$ cat config.mk
export PLATFORM = sky130hd
export DESIGN_NAME = reno_sack_send_window_core
export DESIGN_NICKNAME = d
export VERILOG_FILES = /design/src/rtl/rsw_pkg.sv /design/src/rtl/reno_sack_send_window_core.sv /design/src/rtl/rsw_ram.sv /design/src/rtl/rsw_div.sv
export SDC_FILE = /design/constraint.sdc
export NUM_CORES = 2
export LEC_CHECK = 0
export BUFFER_PORTS_ARGS = -buffer_cell sky130_fd_sc_hd__clkbuf_2
export CAP_MARGIN = 10
export CORE_MARGIN = 1.5
export CORE_UTILIZATION = 66
export DETAILED_ROUTE_END_ITERATION = 8
export PLACE_DENSITY = 0.83
export SETUP_SLACK_MARGIN = 0.5
export SLEW_MARGIN = 10
export SYNTH_ARGS = -nofsm -noshare
export SYNTH_HDL_FRONTEND = slang
export SYNTH_SLANG_ARGS = --single-unit
export TNS_END_PERCENT = 30
$ cat constraint.sdc
create_clock -name clk -period 11.75 [get_ports clk]
set_input_delay 1.175 -clock clk [delete_from_list [all_inputs] [get_ports clk]]
set_output_delay 1.175 -clock clk [all_outputs]
set_load 0.05 [all_outputs]
$ cat src/rtl/rsw_pkg.sv
// Package for the send window engine: command and register codes,
// Q7.8 window constants and the divider status type. No dependencies.
`timescale 1ns / 1ps
package rsw_pkg;

  // Input commands.
  localparam logic [2:0] CMD_START    = 3'd0;
  localparam logic [2:0] CMD_ACK_HDR  = 3'd1;
  localparam logic [2:0] CMD_SACK     = 3'd2;
  localparam logic [2:0] CMD_ACK_DONE = 3'd3;
  localparam logic [2:0] CMD_TICK     = 3'd4;

  // Configuration register indexes.
  localparam logic [1:0] REG_SEGMENT_COUNT = 2'd0;
  localparam logic [1:0] REG_TIMEOUT       = 2'd1;
  localparam logic [1:0] REG_PEER_WINDOW   = 2'd2;

  // Window constants in unsigned Q7.8.
  localparam logic [14:0] Q_ONE   = 15'd256;
  localparam logic [14:0] Q_CAP   = 15'd16384;
  localparam logic [14:0] Q_FLOOR = 15'd512;
  localparam logic [14:0] Q_THREE = 15'd768;
  localparam logic [14:0] Q_START = 15'd4096;

  localparam logic [7:0] DUP_TRIGGER = 8'd3;
  localparam logic [7:0] DUP_MAX     = 8'd255;
  localparam logic [5:0] MAX_SENDS   = 6'd63;

  // Status of the reciprocal divider.
  typedef struct packed {
    logic busy;
    logic done;
  } rsw_div_stat_t;

endpackage

$ cat src/rtl/reno_sack_send_window_core.sv
// Top level of the Reno send window engine with selective acknowledgement.
// Depends on rsw_pkg, rsw_ram (slot ring) and rsw_div (reciprocal).
//
//  channel | direction | contents
//  in_     | slave     | command items: start, ack header, sack, ack done, tick
//  out_    | master    | transmissions, then one status transfer with tlast
//  cfg_    | slave     | register writes: index and data, always ready
//
// Each item is decoded, then every ring slot it reads is read, then checked and
// written back through the single RAM port pair, up to 64 slots; each new
// segment sent is one output transfer, and an ack done that raises the window
// in avoidance waits for the serial divider to finish its quotient. Results leave
// through an output register, so a stalled output holds the engine only when
// a further result is due.
// Reset is synchronous; the ring needs no clearing since only written
// in-flight slots are ever read.
`timescale 1ns / 1ps
module reno_sack_send_window_core #(
  parameter int RING_SLOTS = 64,
  parameter int SACK_LIMIT = 4
) (
  input  logic         clk,
  input  logic         rst_n,
  // tdata: ack_number[31:0], advertised_window[47:32], sack_start[79:48],
  //        sack_end[111:80]
  input  logic         in_tvalid,
  output logic         in_tready,
  input  logic [111:0] in_tdata,
  // tuser: command[2:0], ack_flag[3]
  input  logic [3:0]   in_tuser,
  output logic         out_tvalid,
  input  logic         out_tready,
  // tdata: send_segment[19:0], window_now[34:20], oldest_unacked[54:35],
  //        all_done[55]
  output logic [55:0]  out_tdata,
  // tuser: send_valid[0], is_retransmit[1]
  output logic [1:0]   out_tuser,
  output logic         out_tlast,
  input  logic         cfg_valid,
  output logic         cfg_ready,
  input  logic [1:0]   cfg_index,
  input  logic [19:0]  cfg_data
);
  import rsw_pkg::*;

  localparam int SW = $clog2(RING_SLOTS);
  localparam logic [SW-1:0] SLOT_LAST = SW'(RING_SLOTS - 1);
  localparam logic [SW:0] SLOT_COUNT = (SW + 1)'(RING_SLOTS);
  localparam logic [3:0] SACK_MAX = 4'(SACK_LIMIT);

  typedef enum logic [3:0] {
    S_IDLE, S_DECODE, S_MARK_START, S_MARK_RD, S_MARK_WR, S_DUP_CHK,
    S_WALK_RD, S_WALK_CHK, S_CWND, S_DIV, S_FILL_INIT, S_FILL,
    S_TICK_RD, S_TICK_CHK, S_STATUS
  } state_t;

  state_t state_r;

  // Registers.
  logic [19:0] segcnt_r;
  logic [15:0] tmo_r;
  logic [15:0] init_peer_r;

  // Transfer state.
  logic [14:0] cong_r;
  logic [14:0] ssl_r;
  logic [15:0] peer_r;
  logic [31:0] last_ack_r;
  logic [7:0]  dup_r;
  logic        rec_r;
  logic [19:0] rp_r;
  logic [19:0] base_r;
  logic [19:0] next_r;
  logic        new_ack_r;
  logic [3:0]  taken_r;
  logic [31:0] tick_r;
  logic [SW-1:0] base_slot_r;
  logic [SW-1:0] next_slot_r;

  // Item and walk registers.
  logic [2:0]  cmd_r;
  logic        ackf_r;
  logic [31:0] ack_r;
  logic [15:0] adv_r;
  logic [31:0] sst_r;
  logic [31:0] sen_r;
  logic [5:0]  n_r;
  logic [19:0] mark_i_r;
  logic [19:0] mark_hi_r;
  logic        mark_ok_r;
  logic [SW-1:0] mark_slot_r;
  logic [19:0] limit_r;

  // Output register.
  logic        out_valid_r;
  logic        out_send_r;
  logic [19:0] out_seg_r;
  logic        out_retx_r;
  logic        out_last_r;
  logic [14:0] out_win_r;
  logic [19:0] out_old_r;
  logic        out_done_r;

  // Ring memory: {acked, send tick}.
  logic          mem_wr_en;
  logic [SW-1:0] mem_wr_addr;
  logic [32:0]   mem_wr_data;
  logic          mem_rd_en;
  logic [SW-1:0] mem_rd_addr;
  logic [32:0]   mem_rd_data;

  rsw_ram #(.WIDTH(33), .DEPTH(RING_SLOTS)) u_ring (
    .clk     (clk),
    .wr_en   (mem_wr_en),
    .wr_addr (mem_wr_addr),
    .wr_data (mem_wr_data),
    .rd_en   (mem_rd_en),
    .rd_addr (mem_rd_addr),
    .rd_data (mem_rd_data)
  );

  rsw_div_stat_t div_stat;
  logic          div_start;
  logic [16:0]   div_q;

  rsw_div u_div (
    .clk      (clk),
    .rst_n    (rst_n),
    .start    (div_start),
    .divisor  (cong_r),
    .stat     (div_stat),
    .quotient (div_q)
  );

  // Helper values.
  logic        can_put;
  logic        out_load;
  logic [14:0] half;
  logic [14:0] cut_val;
  logic [15:0] cong_inc;
  logic [14:0] cong_inc_cap;
  logic [15:0] dup_cong;
  logic [17:0] div_sum;
  logic        fill_go;
  logic        tick_exp;
  logic        ack_ok;
  logic [7:0]  dup_new;
  logic [31:0] st1;
  logic [31:0] sk_lo;
  logic [31:0] sk_hi;
  logic [31:0] hd_hi;
  logic [19:0] mark_lo;
  logic [19:0] mark_off;
  logic [SW:0] slot_sum;
  logic [SW-1:0] lo_slot;
  logic [19:0] lim_a;
  logic [19:0] lim_b;
  logic [19:0] seg_left;

  function automatic logic [SW-1:0] slot_inc(input logic [SW-1:0] s);
    slot_inc = (s == SLOT_LAST) ? '0 : SW'(s + 1'b1);
  endfunction

  assign can_put      = !out_valid_r || out_tready;
  assign half         = {1'b0, cong_r[14:1]};
  assign cut_val      = (half < Q_FLOOR) ? Q_FLOOR : half;
  assign cong_inc     = {1'b0, cong_r} + {1'b0, Q_ONE};
  assign cong_inc_cap = (cong_inc > {1'b0, Q_CAP}) ? Q_CAP : cong_inc[14:0];
  assign dup_cong     = {1'b0, cut_val} + {1'b0, Q_THREE};
  assign div_sum      = {3'b0, cong_r} + {1'b0, div_q};
  assign fill_go      = (n_r < MAX_SENDS) && (next_r < segcnt_r) &&
                        (20'(next_r - base_r) < limit_r);
  assign tick_exp     = !mem_rd_data[32] &&
                        (32'(tick_r - mem_rd_data[31:0]) > {16'b0, tmo_r});
  assign ack_ok       = (ack_r != 32'd0) && (ack_r <= {12'b0, next_r});
  assign dup_new      = (dup_r == DUP_MAX) ? DUP_MAX : 8'(dup_r + 8'd1);
  assign div_start    = (state_r == S_CWND) && !(cong_r < ssl_r);

  // The output register takes a new transfer in this cycle.
  assign out_load = can_put &&
                    (((state_r == S_DUP_CHK) && !mem_rd_data[32]) ||
                     ((state_r == S_TICK_CHK) && tick_exp) ||
                     ((state_r == S_FILL) && fill_go) ||
                     (state_r == S_STATUS));

  // Sack range, clipped to in-flight segments.
  assign st1   = (sst_r == 32'd0) ? 32'd1 : sst_r;
  assign sk_lo = (32'(st1 - 32'd1) < {12'b0, base_r}) ? {12'b0, base_r}
                                                      : 32'(st1 - 32'd1);
  assign sk_hi = (32'(sen_r - 32'd1) > {12'b0, 20'(next_r - 20'd1)})
                 ? {12'b0, 20'(next_r - 20'd1)} : 32'(sen_r - 32'd1);
  assign hd_hi = 32'(ack_r - 32'd1);

  // Ring slot of the first marked segment, relative to the base slot.
  assign mark_lo  = (cmd_r == CMD_SACK) ? sk_lo[19:0] : base_r;
  assign mark_off = 20'(mark_lo - base_r);
  assign slot_sum = {1'b0, base_slot_r} + {1'b0, mark_off[SW-1:0]};
  assign lo_slot  = (slot_sum >= SLOT_COUNT) ? SW'(slot_sum - SLOT_COUNT)
                                             : slot_sum[SW-1:0];

  // Fill limit: min(floor(cwnd), peer window, segments left).
  assign seg_left = 20'(segcnt_r - base_r);
  assign lim_a    = ({4'b0, peer_r} < {13'b0, cong_r[14:8]}) ? {4'b0, peer_r}
                                                             : {13'b0, cong_r[14:8]};
  assign lim_b    = (seg_left < lim_a) ? seg_left : lim_a;

  // Ring accesses per state.
  always_comb begin
    mem_wr_en   = 1'b0;
    mem_wr_addr = mark_slot_r;
    mem_wr_data = {1'b0, tick_r};
    mem_rd_en   = 1'b0;
    mem_rd_addr = mark_slot_r;
    case (state_r)
      S_DECODE: begin
        mem_rd_en   = (cmd_r == CMD_ACK_HDR);
        mem_rd_addr = base_slot_r;
      end
      S_MARK_RD: mem_rd_en = 1'b1;
      S_MARK_WR: begin
        mem_wr_en   = !mem_rd_data[32];
        mem_wr_data = {1'b1, mem_rd_data[31:0]};
      end
      S_DUP_CHK: begin
        mem_wr_en   = !mem_rd_data[32] && can_put;
        mem_wr_addr = base_slot_r;
      end
      S_WALK_RD: begin
        mem_rd_en   = 1'b1;
        mem_rd_addr = base_slot_r;
      end
      S_FILL: begin
        mem_wr_en   = fill_go && can_put;
        mem_wr_addr = next_slot_r;
      end
      S_TICK_RD: mem_rd_en = 1'b1;
      S_TICK_CHK: mem_wr_en = tick_exp && can_put;
      default: ;
    endcase
  end

  // Sequencer, transfer state and output register.
  always_ff @(posedge clk) begin
    if (!rst_n) begin
      state_r     <= S_IDLE;
      segcnt_r    <= 20'd1;
      tmo_r       <= 16'd200;
      init_peer_r <= 16'd32;
      cong_r      <= Q_ONE;
      ssl_r       <= Q_START;
      peer_r      <= 16'd32;
      last_ack_r  <= '0;
      dup_r       <= '0;
      rec_r       <= 1'b0;
      rp_r        <= '0;
      base_r      <= '0;
      next_r      <= '0;
      new_ack_r   <= 1'b0;
      taken_r     <= '0;
      tick_r      <= '0;
      base_slot_r <= '0;
      next_slot_r <= '0;
      out_valid_r <= 1'b0;
    end else begin
      // Configuration writes.
      if (cfg_valid) begin
        case (cfg_index)
          REG_SEGMENT_COUNT: segcnt_r    <= cfg_data;
          REG_TIMEOUT:       tmo_r       <= cfg_data[15:0];
          REG_PEER_WINDOW:   init_peer_r <= cfg_data[15:0];
          default: ;
        endcase
      end

      if (out_valid_r && out_tready && !out_load) begin
        out_valid_r <= 1'b0;
      end

      case (state_r)
        S_IDLE: begin
          if (in_tvalid) begin
            cmd_r   <= in_tuser[2:0];
            ackf_r  <= in_tuser[3];
            ack_r   <= in_tdata[31:0];
            adv_r   <= in_tdata[47:32];
            sst_r   <= in_tdata[79:48];
            sen_r   <= in_tdata[111:80];
            n_r     <= '0;
            state_r <= S_DECODE;
          end
        end

        S_DECODE: begin
          mark_i_r    <= mark_lo;
          mark_slot_r <= lo_slot;
          case (cmd_r)
            CMD_START: begin
              cong_r      <= Q_ONE;
              ssl_r       <= Q_START;
              peer_r      <= init_peer_r;
              last_ack_r  <= '0;
              dup_r       <= '0;
              rec_r       <= 1'b0;
              rp_r        <= '0;
              base_r      <= '0;
              next_r      <= '0;
              new_ack_r   <= 1'b0;
              taken_r     <= '0;
              base_slot_r <= '0;
              next_slot_r <= '0;
              state_r     <= S_FILL_INIT;
            end
            CMD_ACK_HDR: begin
              if (!ackf_r) begin
                taken_r <= SACK_MAX;
                state_r <= S_STATUS;
              end else begin
                peer_r    <= (adv_r == 16'd0) ? 16'd1 : adv_r;
                taken_r   <= '0;
                mark_hi_r <= hd_hi[19:0];
                mark_ok_r <= ({12'b0, base_r} <= hd_hi);
                if (!ack_ok) begin
                  state_r <= S_STATUS;
                end else if (ack_r > last_ack_r) begin
                  last_ack_r <= ack_r;
                  dup_r      <= '0;
                  state_r    <= S_MARK_START;
                  if (rec_r && (ack_r > {12'b0, rp_r})) begin
                    rec_r  <= 1'b0;
                    cong_r <= (ssl_r > Q_CAP) ? Q_CAP : ssl_r;
                  end
                end else if (ack_r == last_ack_r) begin
                  dup_r <= dup_new;
                  if (!rec_r && (dup_new >= DUP_TRIGGER) && (base_r < segcnt_r)) begin
                    state_r <= (base_r < next_r) ? S_DUP_CHK : S_MARK_START;
                  end else begin
                    state_r <= S_MARK_START;
                    if (rec_r) begin
                      cong_r <= cong_inc_cap;
                    end
                  end
                end else begin
                  dup_r   <= '0;
                  state_r <= S_MARK_START;
                end
              end
            end
            CMD_SACK: begin
              if (taken_r < SACK_MAX) begin
                taken_r   <= 4'(taken_r + 4'd1);
                mark_hi_r <= sk_hi[19:0];
                mark_ok_r <= (sen_r >= st1) && (next_r != 20'd0) && (sk_lo <= sk_hi);
                state_r   <= S_MARK_START;
              end else begin
                state_r <= S_STATUS;
              end
            end
            CMD_ACK_DONE: begin
              if (new_ack_r) begin
                new_ack_r <= 1'b0;
                state_r   <= S_WALK_RD;
              end else begin
                state_r <= S_FILL_INIT;
              end
            end
            CMD_TICK: begin
              // The scan starts at the base slot, set up above.
              tick_r  <= 32'(tick_r + 32'd1);
              state_r <= S_TICK_RD;
            end
            default: state_r <= S_STATUS;
          endcase
        end

        // Fast retransmit of the oldest slot unless it is already acked.
        S_DUP_CHK: begin
          if (mem_rd_data[32]) begin
            state_r <= S_MARK_START;
          end else if (can_put) begin
            ssl_r       <= cut_val;
            cong_r      <= (dup_cong > {1'b0, Q_CAP}) ? Q_CAP : dup_cong[14:0];
            rec_r       <= 1'b1;
            rp_r        <= next_r;
            out_valid_r <= 1'b1;
            out_send_r  <= 1'b1;
            out_seg_r   <= 20'(base_r + 20'd1);
            out_retx_r  <= 1'b1;
            out_last_r  <= 1'b0;
            out_win_r   <= (dup_cong > {1'b0, Q_CAP}) ? Q_CAP : dup_cong[14:0];
            out_old_r   <= base_r;
            out_done_r  <= (base_r >= segcnt_r);
            n_r         <= 6'(n_r + 6'd1);
            state_r     <= S_MARK_START;
          end
        end

        S_MARK_START: state_r <= mark_ok_r ? S_MARK_RD : S_STATUS;

        S_MARK_RD: state_r <= S_MARK_WR;

        S_MARK_WR: begin
          if (!mem_rd_data[32]) begin
            new_ack_r <= 1'b1;
          end
          if (mark_i_r == mark_hi_r) begin
            state_r <= S_STATUS;
          end else begin
            mark_i_r    <= 20'(mark_i_r + 20'd1);
            mark_slot_r <= slot_inc(mark_slot_r);
            state_r     <= S_MARK_RD;
          end
        end

        // Advance the base over acknowledged slots.
        S_WALK_RD: state_r <= (base_r < next_r) ? S_WALK_CHK : S_CWND;

        S_WALK_CHK: begin
          if (mem_rd_data[32]) begin
            base_r      <= 20'(base_r + 20'd1);
            base_slot_r <= slot_inc(base_slot_r);
            state_r     <= S_WALK_RD;
          end else begin
            state_r <= S_CWND;
          end
        end

        S_CWND: begin
          if (cong_r < ssl_r) begin
            cong_r  <= cong_inc_cap;
            state_r <= S_FILL_INIT;
          end else begin
            state_r <= S_DIV;
          end
        end

        S_DIV: begin
          if (div_stat.done) begin
            cong_r  <= (div_sum > {3'b0, Q_CAP}) ? Q_CAP : div_sum[14:0];
            state_r <= S_FILL_INIT;
          end
        end

        // Per-slot timeout scan.
        S_TICK_RD: begin
          state_r <= ((mark_i_r < next_r) && (n_r < MAX_SENDS)) ? S_TICK_CHK
                                                                : S_FILL_INIT;
        end

        S_TICK_CHK: begin
          if (!tick_exp) begin
            mark_i_r    <= 20'(mark_i_r + 20'd1);
            mark_slot_r <= slot_inc(mark_slot_r);
            state_r     <= S_TICK_RD;
          end else if (can_put) begin
            out_valid_r <= 1'b1;
            out_send_r  <= 1'b1;
            out_seg_r   <= 20'(mark_i_r + 20'd1);
            out_retx_r  <= 1'b1;
            out_last_r  <= 1'b0;
            out_win_r   <= cong_r;
            out_old_r   <= base_r;
            out_done_r  <= (base_r >= segcnt_r);
            n_r         <= 6'(n_r + 6'd1);
            ssl_r       <= cut_val;
            cong_r      <= cut_val;
            mark_i_r    <= 20'(mark_i_r + 20'd1);
            mark_slot_r <= slot_inc(mark_slot_r);
            state_r     <= S_TICK_RD;
          end
        end

        // New segments within the window.
        S_FILL_INIT: begin
          limit_r <= lim_b;
          state_r <= (base_r >= segcnt_r) ? S_STATUS : S_FILL;
        end

        S_FILL: begin
          if (!fill_go) begin
            state_r <= S_STATUS;
          end else if (can_put) begin
            next_r      <= 20'(next_r + 20'd1);
            next_slot_r <= slot_inc(next_slot_r);
            out_valid_r <= 1'b1;
            out_send_r  <= 1'b1;
            out_seg_r   <= 20'(next_r + 20'd1);
            out_retx_r  <= 1'b0;
            out_last_r  <= 1'b0;
            out_win_r   <= cong_r;
            out_old_r   <= base_r;
            out_done_r  <= (base_r >= segcnt_r);
            n_r         <= 6'(n_r + 6'd1);
          end
        end

        S_STATUS: begin
          if (can_put) begin
            out_valid_r <= 1'b1;
            out_send_r  <= 1'b0;
            out_seg_r   <= '0;
            out_retx_r  <= 1'b0;
            out_last_r  <= 1'b1;
            out_win_r   <= cong_r;
            out_old_r   <= base_r;
            out_done_r  <= (base_r >= segcnt_r);
            state_r     <= S_IDLE;
          end
        end

        default: state_r <= S_IDLE;
      endcase
    end
  end

  assign in_tready  = (state_r == S_IDLE);
  assign cfg_ready  = 1'b1;
  assign out_tvalid = out_valid_r;
  assign out_tdata  = {out_done_r, out_old_r, out_win_r, out_seg_r};
  assign out_tuser  = {out_retx_r, out_send_r};
  assign out_tlast  = out_last_r;

endmodule

$ cat src/rtl/rsw_ram.sv
// Generic single-port-write, single-port-read RAM with a registered read.
// No dependencies.
`timescale 1ns / 1ps
module rsw_ram #(
  parameter int WIDTH = 33,
  parameter int DEPTH = 64
) (
  input  logic                     clk,
  input  logic                     wr_en,
  input  logic [$clog2(DEPTH)-1:0] wr_addr,
  input  logic [WIDTH-1:0]         wr_data,
  input  logic                     rd_en,
  input  logic [$clog2(DEPTH)-1:0] rd_addr,
  output logic [WIDTH-1:0]         rd_data
);

  logic [WIDTH-1:0] mem [DEPTH];
  logic [WIDTH-1:0] rd_data_r;

  // Write port and registered read port.
  always_ff @(posedge clk) begin
    if (wr_en) begin
      mem[wr_addr] <= wr_data;
    end
    if (rd_en) begin
      rd_data_r <= mem[rd_addr];
    end
  end

  assign rd_data = rd_data_r;

endmodule

$ cat src/rtl/rsw_div.sv
// Bit-serial restoring divider computing 65536 / divisor, one quotient bit
// per cycle. Depends on rsw_pkg.
`timescale 1ns / 1ps
module rsw_div (
  input  logic                  clk,
  input  logic                  rst_n,
  input  logic                  start,
  input  logic [14:0]           divisor,
  output rsw_pkg::rsw_div_stat_t stat,
  output logic [16:0]           quotient
);
  import rsw_pkg::*;

  localparam logic [4:0] TOP_BIT = 5'd16;

  logic        busy_r;
  logic        done_r;
  logic [4:0]  cnt_r;
  logic [14:0] rem_r;
  logic [16:0] quo_r;
  logic [15:0] trial;
  logic        take;

  // The dividend is 65536: only its top bit is set.
  assign trial = {rem_r, (cnt_r == TOP_BIT)};
  assign take  = (trial >= {1'b0, divisor});

  always_ff @(posedge clk) begin
    if (!rst_n) begin
      busy_r <= 1'b0;
      done_r <= 1'b0;
      cnt_r  <= '0;
    end else begin
      done_r <= 1'b0;
      if (start) begin
        busy_r <= 1'b1;
        cnt_r  <= TOP_BIT;
        rem_r  <= '0;
        quo_r  <= '0;
      end else if (busy_r) begin
        if (take) begin
          rem_r <= 15'(trial - {1'b0, divisor});
        end else begin
          rem_r <= trial[14:0];
        end
        quo_r <= {quo_r[15:0], take};
        if (cnt_r == 5'd0) begin
          busy_r <= 1'b0;
          done_r <= 1'b1;
        end else begin
          cnt_r <= cnt_r - 5'd1;
        end
      end
    end
  end

  assign stat.busy = busy_r;
  assign stat.done = done_r;
  assign quotient  = quo_r;

endmodule

==> impl_metrics.py <==
metrics = {
    "setup_path": {
        "cp_data_arrival_time_ps": 8930,
        "reg2reg_slack_ps": 3410,
        "reg2reg_depth": 26,
        "r2r_start": "base_r[1]",
        "worstSetupPathType": "flip-flop to flip-flop",
        "worst_setup_path_end_kind": "flip-flop",
        "path_max_fanout": 32,
        "r2r_end": "u_ring.mem[27][17]",
        "cp_data_required_time_ps": 12340,
        "cp-start-kind": "flip-flop",
    },
    "logic_synthesis": {
        "synth.avg_cell_area_um2": 14.6,
        "synth-main-ff-cell": "edfxtp_1",
        "async_reset_ff_share_pct": 0,
        "synth_top_area_share_pct": 60.2,
        "postSynthCellCount": 8271,
        "synth.area.top_cells": "edfxtp_1 (60%), mux4_2 (9.8%), ha_1 (4.5%)",
        "synth_area_um2": 121000,
        "ys_ff_latch": 2684,
        "synth_edf_count": 2425,
        "yosysSeqAreaShare_pct": 64.5,
        "ys_types": 102,
        "ys_warn_count": 0,
        "yosysTopAreaCell": "edfxtp_1",
    },
    "status": {
        "status": "finished with violations",
        "failed_checks": "design-rule violations, max-capacitance violations",
    },
    "global_routing": {
        "grt_pass1_wl_mm": 565,
        "track_usage_pct": 42.5,
        "grt_pass1_vias": 79200,
        "grt_start_max_net_pins": 146,
        "grt_antenna_before_repair": 18,
        "grt_overflow_total": 0,
    },
    "clock_tree": {
        "path_clk_slew_ps": 60,
        "post_cts_buffers": 0,
        "cts_resized": 0,
        "clockBufferDepth": 4,
        "cts_buffers": 283,
        "clock_latency_ps": 980,
        "cts_htree_levels": 5,
        "root_buffer": "clkbuf_16",
        "cts_sinks": 2684,
        "tritoncts": "built",
        "hold_buffers": 0,
    },
    "die": {
        "fp-row-count": 156,
        "io_pins": 205,
        "die_w_um": 431,
        "start_util_pct": 66.7,
        "dieArea_um2": 186000,
        "core_um2": 182000,
        "dieHeight_um": 431,
    },
    "place": {
        "numPortBuffers": 203,
        "place_area_um2": 126000,
        "gp_congestion": 0.985,
        "dpl.hpwl_mm": 229,
    },
    "sta": {
        "fin_crit_ps": 8340,
        "drv_slew": 0,
        "relSlewSlack_pct": 0.985,
        "finalSetupTns_ps": 0,
        "fin_skew_ps": 92.9,
        "fmax_mhz": 120,
        "hold_viol": 0,
        "rsz0062_at_grt": "no",
        "period_share_pct": 71.0,
        "tightest_slew_ps": 1480,
        "setup_viol": 0,
    },
    "drt": {
        "dr_total_vias": 81500,
        "dr.pass1.iters": 9,
        "ant_nets": 0,
        "drtIter0Drc": 13200,
        "drt-wirelength-per-cell_um": 35.4,
        "drt-vias-per-instance": 7.31,
        "drt-total-wl_mm": 395,
        "drcViolationCount": 6,
    },
    "layout": {
        "seq_area_um2": 78000,
        "fillers": 10300,
        "multi_input_area_um2": 41200,
        "drive_gt1_share_pct": 17.2,
        "flow.area_growth_from_synthesis_pct": 11.6,
        "stdcell_area_um2": 135000,
        "layout.nets": 9159,
    },
    "hold_path": {
        "hold_depth": 1,
        "worstHoldEndpoint": "adv_r[3]",
        "hold_path.class": "input port to flip-flop",
        "worstHoldStart": "in_tdata[35]",
    },
    "power_and_ir_drop": {
        "leakage_nw": 46.5,
        "powerDensity_nw_per_um2": 209,
        "irDropWorstVdd_mv": 0.312,
    },
    "run": {
        "max-cap-violations": 1,
    },
}
==> flip-flops by register name, summed over array words and instances (netlist names), 32 cells and up <==
register and count:
ack_r 32, last_ack_r 32, sen_r 32, sst_r 32, tick_r 32, u_ring.mem 2112, u_ring.rd_data 33
==> critical path, cell delays in order, from the launching register on <==
cell and delay [ps]:
dfxtp_1 510, inv_1 330, ha_1 410, nor2b_1 130, o21ai_0 180, a21boi_0 150
o21a_1 200, o21ai_0 220, a21oi_1 140, o31a_1 330, o31a_1 290, a21o_1 210
a21oi_1 220, xnor2_1 160, ha_1 270, a21o_1 180, a211oi_1 230, o21ai_0 170
a211oi_1 260, o221ai_1 170, nor2_1 300, nand2_1 220, o22ai_1 700, o21ai_4 120
buf_4 390, nor3_2 910, buf_4 540
==> stage by stage <==
| step | hold WS [ps] | total power [W] | cells | setup WS (ps) | utilization, % |
|---|---|---|---|---|---|
| 2_1_floorplan | 428 | 0.0161 | 8295 | 4070 | - |
| 3_3_place_gp | 437 | 0.0185 | 10700 | 3670 | 69.4 |
| 3_5_place_dp | 443 | 0.0187 | 10700 | 3670 | 69.4 |
| 4_1_cts | 403 | 0.0278 | 11100 | 3570 | 74.3 |
| 5_1_grt | 424 | 0.0287 | 11100 | 2910 | 74.4 |
| 6_report | 431 | 0.0282 | 11200 | 3410 | 74.4 |
==> worst max-delay path by stage <==
stage | from | end | slack, ps | depth (start not counted)
2_1_floorplan | state_r[3] | ack_r[0] | 4070 | 6
3_3_place_gp | sst_r[16] | mark_slot_r[5] | 3670 | 32
3_5_place_dp | sst_r[16] | mark_slot_r[5] | 3670 | 32
4_1_cts | sst_r[16] | mark_slot_r[5] | 3570 | 32
5_1_grt | sst_r[16] | mark_slot_r[5] | 2910 | 32
6_report | base_r[1] | u_ring.mem[27][17] | 3410 | 26
==> cell type report <==
class                      count  share of cell area (%)
clock buffer                 351                    5.59
antenna                        9                  0.0167
sequential                  2684                    57.8
tap                         2370                    2.20
timing repair buffer         412                    2.05
clock inverter               135                    1.05
inverter                     312                   0.872
multi-input combinational   4883                    30.5
==> power breakdown <==
group | leakage, nW | switching, W | internal (W) | total [W]
logic | 17.6 | 0.00529 | 0.00271 | 0.00799
registers | 24.5 | 0.000273 | 0.0109 | 0.0111
clock network | 4.39 | 0.00388 | 0.00519 | 0.00907
total | 46.5 | 0.00944 | 0.0187 | 0.0282
==> Yosys cell counts (all sizes together), types with 13 or more instances <==
library cell,number
edfxtp,2425
nand2,727
mux4,528
ha,433
a21oi,428
nor2,387
inv,307
clkbuf,293
o21ai,276
dfxtp,259
nor3,233
xnor2,181
nand3,180
a211oi,179
and2,143
buf,123
a311oi,111
a21o,106
nand4,104
xor2,89
mux2i,75
nor2b,63
a31oi,57
nor4,48
and3,45
o21a,40
or3,39
o211ai,35
nand2b,34
a22oi,29
o21bai,15
or4,15
a32o,14
or2,13
==> placed cells by master, fill, tap and decap left out, types with 142 or more instances in the layout <==
| cell type | n |
|---|---|
| a211oi_1 | 175 |
| a21oi_1 | 423 |
| and2_1 | 142 |
| buf_4 | 194 |
| clkbuf_16 | 290 |
| clkbuf_2 | 203 |
| dfxtp_1 | 259 |
| edfxtp_1 | 2425 |
| ha_1 | 433 |
| inv_1 | 304 |
| mux4_2 | 528 |
| nand2_1 | 726 |
| nand3_1 | 177 |
| nor2_1 | 380 |
| nor3_1 | 157 |
| o21ai_0 | 227 |
| xnor2_1 | 181 |
==> layer usage <==
layer | up-vias | GRT usage, % | share of wire (%)
met5 | - | 0.338 | 0.055
met4 | 18 | 27.3 | 8.0
met3 | 1589 | 10.9 | 12
met2 | 7063 | 66.7 | 47
met1 | 40100 | 53.1 | 33
li1 | 32800 | - | -
==> cell families (layout without fill, tap and decap cells) <==
logic type,Yosys count,after routing,share of synthesized area [%]
AO/OA/AOI/OAI,1457,1457,7.92
buffers and inverters,728,1210,2.38
AND/OR/NAND/NOR,2082,2082,8.20
multiplexers,608,608,10.5
XOR/XNOR,270,270,1.95
other,2,35,0.00621
flip-flops,2684,2684,64.5
adder cells (fa/ha/maj),440,440,4.59
Note: power is estimated with default switching activity, not from simulation.
